[config.mk]
export PLATFORM = sky130hd
export DESIGN_NAME = boost_governor_with_hysteresis_unit
export DESIGN_NICKNAME = d
export VERILOG_FILES = /design/src/hdl/bgh_pkg.sv /design/src/hdl/boost_governor_with_hysteresis_unit.sv /design/src/hdl/bgh_score.sv
export SDC_FILE = /design/constraint.sdc
export NUM_CORES = 1
export LEC_CHECK = 0
export ABC_AREA = 1
export CAP_MARGIN = 20
export CORE_ASPECT_RATIO = 1.4
export CORE_MARGIN = 2
export CORE_UTILIZATION = 55
export CTS_CLUSTER_DIAMETER = 80
export DETAILED_ROUTE_END_ITERATION = 8
export DONT_BUFFER_PORTS = 1
export PLACE_DENSITY = 0.79
export SLEW_MARGIN = 20
export SYNTH_ARGS = -nofsm -noshare
export SYNTH_HDL_FRONTEND = slang
export SYNTH_HIERARCHICAL = 1
export SYNTH_SLANG_ARGS = --single-unit
[constraint.sdc]
create_clock -name clock -period 15.8 [get_ports clock]
set_input_delay 3.16 -clock clock [delete_from_list [all_inputs] [get_ports clock]]
set_output_delay 3.16 -clock clock [all_outputs]
set_load 0.01 [all_outputs]
[src/hdl/bgh_pkg.sv]
// Shared types, constants and register codes for the boost governor.
package bgh_pkg;

   // Width of the wrapping millisecond time base.
   localparam int TIME_BITS = 32;
   // Width of the hysteresis run counters.
   localparam int COUNT_BITS = 8;
   // Width used when comparing a counter with an 8-bit threshold register.
   localparam int CMP_BITS = (COUNT_BITS > 8) ? COUNT_BITS : 8;
   // Width of the boost limit in milliseconds (65535 s * 1000).
   localparam int LIMIT_BITS = 26;
   // Width used when comparing elapsed time with the boost limit.
   localparam int ELAPSED_BITS = (TIME_BITS > LIMIT_BITS) ? TIME_BITS : LIMIT_BITS;

   // Score arithmetic.
   localparam int RAW_BITS = 20;
   localparam int SCORE_BITS = 17;
   localparam int PEN_BITS = 17;
   localparam logic [SCORE_BITS-1:0] SCORE_MAX = 17'd102400;
   localparam logic [SCORE_BITS-1:0] PT_35 = 17'd35840;
   localparam logic [SCORE_BITS-1:0] PT_60 = 17'd61440;
   localparam logic [SCORE_BITS-1:0] PT_75 = 17'd76800;
   localparam logic [10:0] LOAD_90 = 11'd1440;
   localparam logic [10:0] LOAD_95 = 11'd1520;
   localparam logic [PEN_BITS-1:0] PEN_BASE = 17'd2048;
   localparam logic [PEN_BITS-1:0] PEN_STEP = 17'd96;
   localparam logic [PEN_BITS-1:0] PEN_CAP = 17'd15360;

   // Configuration register indexes.
   localparam logic [2:0] CSR_POLICY_MODE = 3'd0;
   localparam logic [2:0] CSR_ENTER_SAMPLES = 3'd1;
   localparam logic [2:0] CSR_EXIT_SAMPLES = 3'd2;
   localparam logic [2:0] CSR_STARVATION_GUARD = 3'd3;
   localparam logic [2:0] CSR_MAX_BOOST_SECONDS = 3'd4;
   localparam logic [2:0] CSR_COOLDOWN_MS = 3'd5;

   // Policy modes.
   localparam logic [1:0] MODE_DEFAULT = 2'd0;
   localparam logic [1:0] MODE_PERFORMANCE = 2'd3;

   // Priority codes.
   localparam logic [1:0] PRIO_NORMAL = 2'd0;
   localparam logic [1:0] PRIO_ABOVE = 2'd1;
   localparam logic [1:0] PRIO_HIGH = 2'd2;

   // Urgency codes.
   localparam logic [1:0] URG_LOW = 2'd0;
   localparam logic [1:0] URG_MEDIUM = 2'd1;
   localparam logic [1:0] URG_HIGH = 2'd2;
   localparam logic [1:0] URG_IMMEDIATE = 2'd3;

   // Reason codes.
   localparam logic [2:0] WHY_COMMITTED = 3'd0;
   localparam logic [2:0] WHY_DEFAULT_MODE = 3'd1;
   localparam logic [2:0] WHY_NOT_FLAGGED = 3'd2;
   localparam logic [2:0] WHY_COOLDOWN = 3'd3;
   localparam logic [2:0] WHY_PENDING = 3'd4;
   localparam logic [2:0] WHY_MAX_BOOST = 3'd5;

   // Score and band flags of one item.
   typedef struct packed {
      logic [SCORE_BITS-1:0] score;
      logic [1:0] urgency;
      logic ge35;
      logic ge60;
      logic ge75;
   } score_info_type;

   // Hysteresis state.
   typedef struct packed {
      logic elevated;
      logic [COUNT_BITS-1:0] enter_run;
      logic [COUNT_BITS-1:0] exit_run;
   } hyst_type;

endpackage

[src/hdl/boost_governor_with_hysteresis_unit.sv]
// Boost governor top level: input register, decision logic, result register.
//
//   channel | ports                     | direction | transfer
//   --------+---------------------------+-----------+------------------------
//   req     | req_valid/req_ready + 10  | in        | one workload sample
//   rsp     | rsp_valid/rsp_ready + 6   | out       | one decision per sample
//   csr     | csr_we, csr_index, wdata  | in        | register write, no wait
//
// An item passes through the input register and then sits in the result
// register until taken; one item enters per cycle when rsp_ready is high.
// The governor state is updated at the same edge the result is registered,
// so the next item in the input register always sees it.
// Reset clears the valid flags and the governor state and loads the configuration defaults.
// A stalled result register holds its item and backs up the input register.
module boost_governor_with_hysteresis_unit (
   input  logic clock,
   input  logic reset,
   input  logic req_valid,
   output logic req_ready,
   input  logic [10:0] req_demand,
   input  logic [10:0] req_contention,
   input  logic [10:0] req_stability,
   input  logic req_sustained_heavy,
   input  logic req_transient_spike,
   input  logic [10:0] req_confidence,
   input  logic req_wants_action,
   input  logic [10:0] req_system_load,
   input  logic [10:0] req_game_load,
   input  logic [31:0] req_now_ms,
   output logic rsp_valid,
   input  logic rsp_ready,
   output logic [1:0] rsp_priority_res,
   output logic rsp_act,
   output logic [16:0] rsp_score,
   output logic [1:0] rsp_urgency,
   output logic [2:0] rsp_why,
   output logic [7:0] rsp_entry_progress,
   input  logic csr_we,
   input  logic [2:0] csr_index,
   input  logic [23:0] csr_wdata
);

   // Configuration registers.
   logic [1:0] policy_mode_ff;
   logic [7:0] enter_samples_ff;
   logic [7:0] exit_samples_ff;
   logic starvation_guard_ff;
   logic [bgh_pkg::LIMIT_BITS-1:0] boost_limit_ff;
   logic [23:0] cooldown_ms_ff;

   // Input register.
   logic s1_valid_ff;
   logic [10:0] demand_ff;
   logic [10:0] contention_ff;
   logic [10:0] stability_ff;
   logic sustained_heavy_ff;
   logic transient_spike_ff;
   logic [10:0] confidence_ff;
   logic wants_action_ff;
   logic [10:0] system_load_ff;
   logic [10:0] game_load_ff;
   logic [bgh_pkg::TIME_BITS-1:0] now_ff;

   // Governor state.
   bgh_pkg::hyst_type hyst_ff;
   bgh_pkg::hyst_type hyst_in;
   logic boosting_ff;
   logic boosting_in;
   logic cooling_ff;
   logic cooling_in;
   logic [bgh_pkg::TIME_BITS-1:0] boost_start_ff;
   logic [bgh_pkg::TIME_BITS-1:0] boost_start_in;
   logic [bgh_pkg::TIME_BITS-1:0] cooldown_end_ff;
   logic [bgh_pkg::TIME_BITS-1:0] cooldown_end_in;

   // Result register.
   logic rsp_valid_ff;
   logic [1:0] prio_ff;
   logic [1:0] prio_in;
   logic act_ff;
   logic act_in;
   logic [16:0] score_ff;
   logic [1:0] urgency_ff;
   logic [2:0] why_ff;
   logic [2:0] why_in;
   logic [7:0] progress_ff;

   logic advance;
   bgh_pkg::score_info_type info;
   bgh_pkg::hyst_type hyst_base;
   logic [bgh_pkg::TIME_BITS-1:0] cool_diff;
   logic cool_over;
   logic blocked;
   logic qualify;
   logic [bgh_pkg::TIME_BITS-1:0] elapsed;
   logic limit_hit;
   logic [1:0] band_prio;

   // One hysteresis update with a qualifying or non-qualifying sample.
   function automatic bgh_pkg::hyst_type hyst_step(
      input bgh_pkg::hyst_type h,
      input logic q,
      input logic [7:0] enter_thr,
      input logic [7:0] exit_thr
   );
      bgh_pkg::hyst_type r;
      logic [bgh_pkg::COUNT_BITS-1:0] bumped;
      r = h;
      if (!h.elevated) begin
         if (q) begin
            bumped = (&h.enter_run) ? h.enter_run : h.enter_run + 1'b1;
            r.exit_run = '0;
            if (bgh_pkg::CMP_BITS'(bumped) >= bgh_pkg::CMP_BITS'(enter_thr)) begin
               r.elevated = 1'b1;
               r.enter_run = '0;
            end else begin
               r.enter_run = bumped;
            end
         end else begin
            r.enter_run = '0;
         end
      end else begin
         if (!q) begin
            bumped = (&h.exit_run) ? h.exit_run : h.exit_run + 1'b1;
            r.enter_run = '0;
            if (bgh_pkg::CMP_BITS'(bumped) >= bgh_pkg::CMP_BITS'(exit_thr)) begin
               r.elevated = 1'b0;
               r.exit_run = '0;
            end else begin
               r.exit_run = bumped;
            end
         end else begin
            r.exit_run = '0;
         end
      end
      return r;
   endfunction

   // Handshake: the input register moves on when the result register is free.
   assign advance = s1_valid_ff && (!rsp_valid_ff || rsp_ready);
   assign req_ready = !s1_valid_ff || advance;

   // Configuration writes; the boost limit is kept in milliseconds.
   always_ff @(posedge clock) begin
      if (reset) begin
         policy_mode_ff <= bgh_pkg::MODE_DEFAULT;
         enter_samples_ff <= 8'd3;
         exit_samples_ff <= 8'd5;
         starvation_guard_ff <= 1'b1;
         boost_limit_ff <= bgh_pkg::LIMIT_BITS'(30000);
         cooldown_ms_ff <= 24'd5000;
      end else if (csr_we) begin
         case (csr_index)
            bgh_pkg::CSR_POLICY_MODE: policy_mode_ff <= csr_wdata[1:0];
            bgh_pkg::CSR_ENTER_SAMPLES: enter_samples_ff <= csr_wdata[7:0];
            bgh_pkg::CSR_EXIT_SAMPLES: exit_samples_ff <= csr_wdata[7:0];
            bgh_pkg::CSR_STARVATION_GUARD: starvation_guard_ff <= csr_wdata[0];
            bgh_pkg::CSR_MAX_BOOST_SECONDS: begin
               boost_limit_ff <= bgh_pkg::LIMIT_BITS'(csr_wdata[15:0])
                                 * bgh_pkg::LIMIT_BITS'(1000);
            end
            bgh_pkg::CSR_COOLDOWN_MS: cooldown_ms_ff <= csr_wdata;
            default: ;
         endcase
      end
   end

   // Input register valid flag.
   always_ff @(posedge clock) begin
      if (reset) begin
         s1_valid_ff <= 1'b0;
      end else if (req_ready) begin
         s1_valid_ff <= req_valid;
      end
   end

   // Input register payload.
   always_ff @(posedge clock) begin
      if (req_valid && req_ready) begin
         demand_ff <= req_demand;
         contention_ff <= req_contention;
         stability_ff <= req_stability;
         sustained_heavy_ff <= req_sustained_heavy;
         transient_spike_ff <= req_transient_spike;
         confidence_ff <= req_confidence;
         wants_action_ff <= req_wants_action;
         system_load_ff <= req_system_load;
         game_load_ff <= req_game_load;
         now_ff <= bgh_pkg::TIME_BITS'(req_now_ms);
      end
   end

   // Score of the item in the input register.
   bgh_score u_score (
      .demand(demand_ff),
      .contention(contention_ff),
      .stability(stability_ff),
      .sustained_heavy(sustained_heavy_ff),
      .transient_spike(transient_spike_ff),
      .confidence(confidence_ff),
      .system_load(system_load_ff),
      .info(info)
   );

   // Cooldown still runs while now - cooldown_end is negative.
   assign cool_diff = now_ff - cooldown_end_ff;
   assign cool_over = !cool_diff[bgh_pkg::TIME_BITS-1];
   assign blocked = cooling_ff && !cool_over;

   // A finished cooldown clears the hysteresis before the sample is used.
   assign hyst_base = (wants_action_ff && cooling_ff && cool_over) ? '0 : hyst_ff;
   assign qualify = wants_action_ff && !blocked && info.ge35;

   // Elapsed boost time; a session that starts now has zero elapsed.
   assign elapsed = boosting_ff ? (now_ff - boost_start_ff) : '0;
   assign limit_hit = bgh_pkg::ELAPSED_BITS'(elapsed)
                      >= bgh_pkg::ELAPSED_BITS'(boost_limit_ff);

   // Priority from the score bands, the overload test and the guard.
   always_comb begin
      if (!info.ge35) begin
         band_prio = bgh_pkg::PRIO_NORMAL;
      end else if (!info.ge60 || system_load_ff >= bgh_pkg::LOAD_95) begin
         band_prio = bgh_pkg::PRIO_ABOVE;
      end else if (info.ge75 && policy_mode_ff == bgh_pkg::MODE_PERFORMANCE
                   && !(starvation_guard_ff && game_load_ff > bgh_pkg::LOAD_90)) begin
         band_prio = bgh_pkg::PRIO_HIGH;
      end else begin
         band_prio = bgh_pkg::PRIO_ABOVE;
      end
   end

   // Decision and next governor state.
   always_comb begin
      hyst_in = hyst_ff;
      boosting_in = boosting_ff;
      cooling_in = cooling_ff;
      boost_start_in = boost_start_ff;
      cooldown_end_in = cooldown_end_ff;
      prio_in = bgh_pkg::PRIO_NORMAL;
      act_in = 1'b0;
      if (policy_mode_ff == bgh_pkg::MODE_DEFAULT) begin
         why_in = bgh_pkg::WHY_DEFAULT_MODE;
      end else begin
         hyst_in = hyst_step(hyst_base, qualify, enter_samples_ff, exit_samples_ff);
         if (!wants_action_ff) begin
            why_in = bgh_pkg::WHY_NOT_FLAGGED;
         end else if (blocked) begin
            why_in = bgh_pkg::WHY_COOLDOWN;
         end else begin
            if (cooling_ff) begin
               cooling_in = 1'b0;
               boosting_in = 1'b0;
            end
            if (!hyst_in.elevated) begin
               why_in = bgh_pkg::WHY_PENDING;
            end else begin
               // A session that was ended by the cooldown restarts here.
               if (!boosting_ff || cooling_ff) begin
                  boost_start_in = now_ff;
               end
               if (limit_hit && boosting_ff && !cooling_ff
                   || (boosting_ff == cooling_ff || !boosting_ff)
                      && boost_limit_ff == '0) begin
                  cooling_in = 1'b1;
                  boosting_in = 1'b0;
                  cooldown_end_in = now_ff + bgh_pkg::TIME_BITS'(cooldown_ms_ff);
                  hyst_in = '0;
                  why_in = bgh_pkg::WHY_MAX_BOOST;
               end else begin
                  boosting_in = 1'b1;
                  prio_in = band_prio;
                  act_in = 1'b1;
                  why_in = bgh_pkg::WHY_COMMITTED;
               end
            end
         end
      end
   end

   // Governor state commits as the result is registered.
   always_ff @(posedge clock) begin
      if (reset) begin
         hyst_ff <= '0;
         boosting_ff <= 1'b0;
         cooling_ff <= 1'b0;
         boost_start_ff <= '0;
         cooldown_end_ff <= '0;
      end else if (advance) begin
         hyst_ff <= hyst_in;
         boosting_ff <= boosting_in;
         cooling_ff <= cooling_in;
         boost_start_ff <= boost_start_in;
         cooldown_end_ff <= cooldown_end_in;
      end
   end

   // Result register valid flag.
   always_ff @(posedge clock) begin
      if (reset) begin
         rsp_valid_ff <= 1'b0;
      end else if (advance) begin
         rsp_valid_ff <= 1'b1;
      end else if (rsp_ready) begin
         rsp_valid_ff <= 1'b0;
      end
   end

   // Result register payload.
   always_ff @(posedge clock) begin
      if (advance) begin
         prio_ff <= prio_in;
         act_ff <= act_in;
         score_ff <= info.score;
         urgency_ff <= info.urgency;
         why_ff <= why_in;
         progress_ff <= 8'(hyst_in.enter_run);
      end
   end

   assign rsp_valid = rsp_valid_ff;
   assign rsp_priority_res = prio_ff;
   assign rsp_act = act_ff;
   assign rsp_score = score_ff;
   assign rsp_urgency = urgency_ff;
   assign rsp_why = why_ff;
   assign rsp_entry_progress = progress_ff;

endmodule

[src/hdl/bgh_score.sv]
// Weighted allocation score, overload penalty and urgency bands of one item.
module bgh_score (
   input  logic [10:0] demand,
   input  logic [10:0] contention,
   input  logic [10:0] stability,
   input  logic sustained_heavy,
   input  logic transient_spike,
   input  logic [10:0] confidence,
   input  logic [10:0] system_load,
   output bgh_pkg::score_info_type info
);

   logic [bgh_pkg::RAW_BITS-1:0] dem_term;
   logic [bgh_pkg::RAW_BITS-1:0] con_term;
   logic [bgh_pkg::RAW_BITS-1:0] conf_term;
   logic [bgh_pkg::RAW_BITS-1:0] stab_term;
   logic [bgh_pkg::RAW_BITS-1:0] spike_term;
   logic [bgh_pkg::PEN_BITS-1:0] pen_raw;
   logic [bgh_pkg::PEN_BITS-1:0] pen;
   logic signed [bgh_pkg::RAW_BITS-1:0] raw;
   logic [bgh_pkg::SCORE_BITS-1:0] score;

   // Constant-weight products; the sum wraps in two's complement.
   assign dem_term = bgh_pkg::RAW_BITS'(demand) * bgh_pkg::RAW_BITS'(60);
   assign con_term = bgh_pkg::RAW_BITS'(contention) * bgh_pkg::RAW_BITS'(15);
   assign conf_term = bgh_pkg::RAW_BITS'(confidence) * bgh_pkg::RAW_BITS'(15);
   assign spike_term = transient_spike ? bgh_pkg::RAW_BITS'(10240) : '0;

   // Stability counts for a heavy load, is ignored for a spike, and
   // otherwise rewards low stability (this term may be negative).
   always_comb begin
      if (sustained_heavy) begin
         stab_term = bgh_pkg::RAW_BITS'(stability) * bgh_pkg::RAW_BITS'(15);
      end else if (transient_spike) begin
         stab_term = '0;
      end else begin
         stab_term = (bgh_pkg::RAW_BITS'(1024) - bgh_pkg::RAW_BITS'(stability))
                     * bgh_pkg::RAW_BITS'(10);
      end
   end

   // Overload penalty: 2 points plus 1.5 per percent over 90, capped.
   assign pen_raw = (bgh_pkg::PEN_BITS'(system_load) - bgh_pkg::PEN_BITS'(bgh_pkg::LOAD_90))
                    * bgh_pkg::PEN_STEP + bgh_pkg::PEN_BASE;

   always_comb begin
      if (system_load < bgh_pkg::LOAD_90) begin
         pen = '0;
      end else if (pen_raw > bgh_pkg::PEN_CAP) begin
         pen = bgh_pkg::PEN_CAP;
      end else begin
         pen = pen_raw;
      end
   end

   assign raw = $signed(dem_term + con_term + stab_term + spike_term + conf_term
                        - bgh_pkg::RAW_BITS'(pen));

   // Clamp to the score range.
   always_comb begin
      if (raw < 0) begin
         score = '0;
      end else if (raw > $signed(bgh_pkg::RAW_BITS'(bgh_pkg::SCORE_MAX))) begin
         score = bgh_pkg::SCORE_MAX;
      end else begin
         score = bgh_pkg::SCORE_BITS'(raw);
      end
   end

   // Band flags and urgency.
   always_comb begin
      info.score = score;
      info.ge35 = (score >= bgh_pkg::PT_35);
      info.ge60 = (score >= bgh_pkg::PT_60);
      info.ge75 = (score >= bgh_pkg::PT_75);
      if (info.ge75) begin
         info.urgency = bgh_pkg::URG_IMMEDIATE;
      end else if (info.ge60) begin
         info.urgency = bgh_pkg::URG_HIGH;
      end else if (info.ge35) begin
         info.urgency = bgh_pkg::URG_MEDIUM;
      end else begin
         info.urgency = bgh_pkg::URG_LOW;
      end
   end

endmodule
======== Yosys cells after proc, flatten, opt, wreduce, memory -nomap -nowiden ========
Index checks and enable logic that the tools add are counted.
word-level totals
  flip-flop bits (word level) ............. 285
  bits of input ports ..................... 133
  output and inout bits ................... 35
  word-level logic and storage cells ...... 170
operators by class
  $add $sub $neg .......................... 13
  multipliers ............................. 7
  magnitude comparators ................... 12
  equality and inequality tests ........... 7
  mux-type cells .......................... 42
  bitwise operators ....................... 5
  reduce and logical (&&, ||, !) cells .... 50
operator list
  cell                                                         number
  two-way mux 17 bit                                           11
  subtractor 32 bit                                            2
  multiplier 11 x 4 -> 15 bit, second input constant           4
  two-way mux 8 bit                                            7
  adder 20 bit                                                 2
  two-way mux 20 bit                                           2
  >= comparator 17 x 16 -> 1 bit, second input constant        2
  adder 32 x 24 -> 32 bit                                      1
  >= comparator 32 x 26 -> 1 bit                               1
  two-way mux 32 bit                                           1
  zero test 26 bit                                             1
  multiplier 16 x 7 -> 23 bit, second input constant           1
  adder 20 x 15 -> 20 bit                                      1
  > comparator 20 x 18 -> 1 bit, second input constant         1
  less-than comparator 20 x 1 -> 1 bit, second input constant  1
  multiplier 20 x 3 -> 19 bit, second input constant           1
  subtractor 20 x 17 -> 20 bit                                 1
  adder 17 x 15 -> 18 bit                                      1
  adder 17 x 12 -> 17 bit, second input constant               1
  >= comparator 17 bit, second input constant                  1
  > comparator 17 x 14 -> 1 bit, second input constant         1
  multiplier 17 x 2 -> 12 bit, second input constant           1
  adder 8 x 1 -> 8 bit, second input constant                  2
  >= comparator 8 bit                                          2
  other kinds (33)                                             87

======== Logic depth before layout (Yosys ltp) ========
  depth after elaboration ................. 21
  mapped depth ............................ 55
  mapped depth without buffers ............ 55

======== Cells and area by module ========
Netlist, hierarchy kept.
modules (own cells, without submodules)
  module                               times used  cells each  area an instance (um^2)  seq. area each (um^2)
  boost_governor_with_hysteresis_unit  1           2216        18366.4                  7046.8
  bgh_score                            1           1074        8394.3                   0.0

======== Least setup slack after synthesis ========
Ideal clock, no wire load.
  path kind ............................... register to register
  from .................................... register system_load_ff[1]
  to ...................................... register progress_ff[0] (netlist: rsp_entry_progress[0]) (data pin)
  library setup time ...................... 256 ps
  data arrival time ....................... 8085 ps
  data required time ...................... 15544 ps
  slack ................................... 7459 ps
  cell stages (with the launch flop) ...... 50
  path buffers ............................ 1
  period minus slack after synthesis ...... 8341 ps
  cells stage by stage .................... edfxtp_1 -> ha_1 -> fa_1 -> nand3_1 -> nand3_1 -> nand3_1 -> nand2_1 -> or2_2 -> nand2_1 -> inv_1 -> ha_1 -> or2_1 -> nand3_1 -> nand3_1 -> nor2_2 -> nand4_1 -> fa_1 -> inv_1 -> [14 not listed] -> nor2_1 -> nor2_1 -> nand2_2 -> nand3_4 -> nor2_4 -> nand2_1 -> nand3_1 -> nand2_1 -> nand2_1 -> inv_1 -> nor2_4 -> nand2_1 -> nand2_1 -> nand2_2 -> nor2_1 -> nor2_4 -> buf_6 -> a22o_1
RTL lines
  item                    line                                        source
  start, declared         boost_governor_with_hysteresis_unit.sv:60   logic [10:0] system_load_ff;
  start signal, assigned  boost_governor_with_hysteresis_unit.sv:187  system_load_ff <= req_system_load;
  end signal, assigned    boost_governor_with_hysteresis_unit.sv:317  progress_ff <= 8'(hyst_in.enter_run);
  end, declared           boost_governor_with_hysteresis_unit.sv:86   logic [7:0] progress_ff;

==> metrics <==
post-cts sizing count 0; RD Place Congestion 0.972; Max-cap violations 0; RSZ-0062 raised after global routing no; Reg clk slew, reported paths 0.07 ns; fin. max-slew vios 0; Post-synth EDFFs 134; total congestion overflow 0; Critical Path AT 10.36 ns; CTS Buffer Depth 3; status completed; Yosys cell types 62; relative slew slack 0.389; TNS Setup 0 ns; sequential cell area fraction in the yosys report 0.263; core area 0.0480 mm2; Placement Setup Slack 6.10 ns; CP max-delay cell nand3_4; final WL 65.0 mm; Via Count 21400; Synth async-reset ratio 0; crit path capture type flip-flop; Primary FF master, synth dfxtp_1; cts bufs inserted 31; f_max 102 MHz; CP Data Required Time 16.36 ns; area of the mapped netlist 0.0268 mm2; final hold vios 0; Max H-tree Level 1; leading area contributor after synthesis edfxtp_1; Nets 3927; worst setup margin 6.00 ns; initial drt markers 1056; clk_skew 0.0373 ns; CTS tree yes; Via density 5.43; Synth Instances 3290; area share of the largest cell type after synthesis 0.150; register bit total from synthesis 285; Ports 168; final setup fails 0; Cells after DPL 3879; largest net degree at the start of global routing 73; DRT Pass-1 Iters 6; Worst Setup Start Kind flip-flop; CTS hold repair buffers 0; Sink Count 285; Worst Path Max Fanout 59; wire per inst 16.5 um; Area growth, synth to finish 6.07%; Synth area leaders edfxtp_1 15%, fa_1 15%, ha_1 15%; critical path class flip-flop to flip-flop; crit-path max cell delay 0.58 ns; Worst-Margin Slew 0.917 ns; most used cell, CP nand2_1; Die X 190 um; die area 0.0505 mm2; PortBufs 0; first-pass GRT wire length 106 mm; post-CTS setup buffer count 0; layout cells sized above 1 0.0593; clk_lat worst skew 0.62 ns; number of global-route vias before repair 21800; DRC 0; fin cells 3939; Clock Tree Root clkbuf_16; cell row count 95; Synthesis Warnings 6; antenna viol nets, final 0; DP Wirelength 52.4 mm; Hold Crit Class flip-flop to flip-flop; Avg Inst Size Synth 8.13 um2; die height 265 um; fin crit share 0.620; GRT Overall Usage 0.263; minimum clock period 9.80 ns; initial antenna violation count 2; Initial Util 0.557
## synthesized netlist by cell type, types with 6 or more instances
cell type,number
nor3_1,28
o21ai_1,69
a31oi_1,11
nand2_1,652
inv_1,565
ha_1,315
buf_2,7
o211ai_1,19
xnor2_1,37
nand2_2,20
nor2_1,181
a21oi_2,22
nor4_1,9
a21oi_1,265
nand3_1,156
nand3b_1,6
buf_4,6
nor2_2,11
nand4_1,39
o21ai_0,129
nand3_2,10
o22ai_1,7
a211oi_1,6
o21a_1,10
xor2_1,67
clkbuf_1,30
buf_6,6
xor2_2,6
or2_2,7
dfxtp_1,151
edfxtp_1,134
o31ai_1,7
inv_2,29
fa_1,197
## critical path, delay by kind of cell, from the launching register on
family	cells	cell delay, ns
DFF	1	0.46
xor gates and xnor gates	1	0.26
and+or+nand+nor	27	3.93
adders and majority gates	9	3.76
buffers and inverters	7	0.95
AOI/OAI and AO/OA	2	0.25
## cell usage in the layout (no fill, tap or decap), drive strengths merged, types with 19 or more instances in the layout
cell and instances:
nor3 31, fa 197, nand2 676, inv 603, o211ai 19, edfxtp 134
ha 315, xor2 74, clkbuf 46, dfxtp 151, o21ai 201, xnor2 37
a21oi 287, nand4 39, nand3 169, nor2 197
## sequential cells by signal, summed over array words and instances (netlist names), 2 cells and up
signal,cells
system_load_ff,11
rsp_entry_progress,8
cooldown_end_ff,32
game_load_ff,11
enter_samples_ff,8
confidence_ff,11
policy_mode_ff,2
rsp_urgency,2
exit_samples_ff,8
contention_ff,11
stability_ff,11
hyst_ff,17
now_ff,32
rsp_priority_res,2
cooldown_ms_ff,24
demand_ff,11
boost_start_ff,32
rsp_score,17
boost_limit_ff,23
rsp_why,3
## metal layers
| metal | vias to the layer above | part of all wire | track usage |
|---|---|---|---|
| li1 | 10700 | - | - |
| met1 | 9971 | 0.37 | 0.280 |
| met2 | 538 | 0.53 | 0.504 |
| met3 | 163 | 0.042 | 0.0315 |
| met4 | 0 | 0.053 | 0.133 |
| met5 | - | 0 | 0 |
## area by class of cell
class	instances	area, um2
inverters	600	2260
diodes	2	5.00
fillers	4296	19600
well taps	630	788
repair buffers	8	60.1
flip-flops and latches	285	7050
multi-input cells	2356	17200
clock buffers	46	936
clock inverters	12	90.1
## worst paths after layout
check                                  startpoint  cells after the start                   to  slack, ns
worst max-delay path            system_load_ff[5]                     46  cooldown_end_ff[29]       6.00
worst min-delay path            boost_start_ff[0]                      2    boost_start_ff[0]       0.45
worst max register to register  system_load_ff[5]                     46  cooldown_end_ff[29]       6.00
worst min register to register  boost_start_ff[0]                      2    boost_start_ff[0]       0.45
## per-stage QoR
stage,instance area (um2),hold slack (ns),utilization
CTS,28400,0.451,0.591
global placement,27400,0.437,0.570
finish,28400,0.453,0.591
detailed placement,27400,0.441,0.570
global route,28400,0.473,0.591
floorplan,26800,0.428,-
## kinds of logic (layout without fill, tap and decap cells)
family,Yosys count,in the layout,share of synthesized area
AO/OA/AOI/OAI,575,575,0.119
flip-flops,285,285,0.263
multiplexers,1,1,0.000421
AND/OR/NAND/NOR,1154,1154,0.189
XOR/XNOR,111,111,0.0387
adder cells (fa/ha/maj),512,512,0.295
buffers and inverters,650,666,0.0943
other,2,5,0.000281
Power is left out: the tool's default activity adds up to more than one toggle a clock period on the data nets, which glitch-free logic cannot reach.
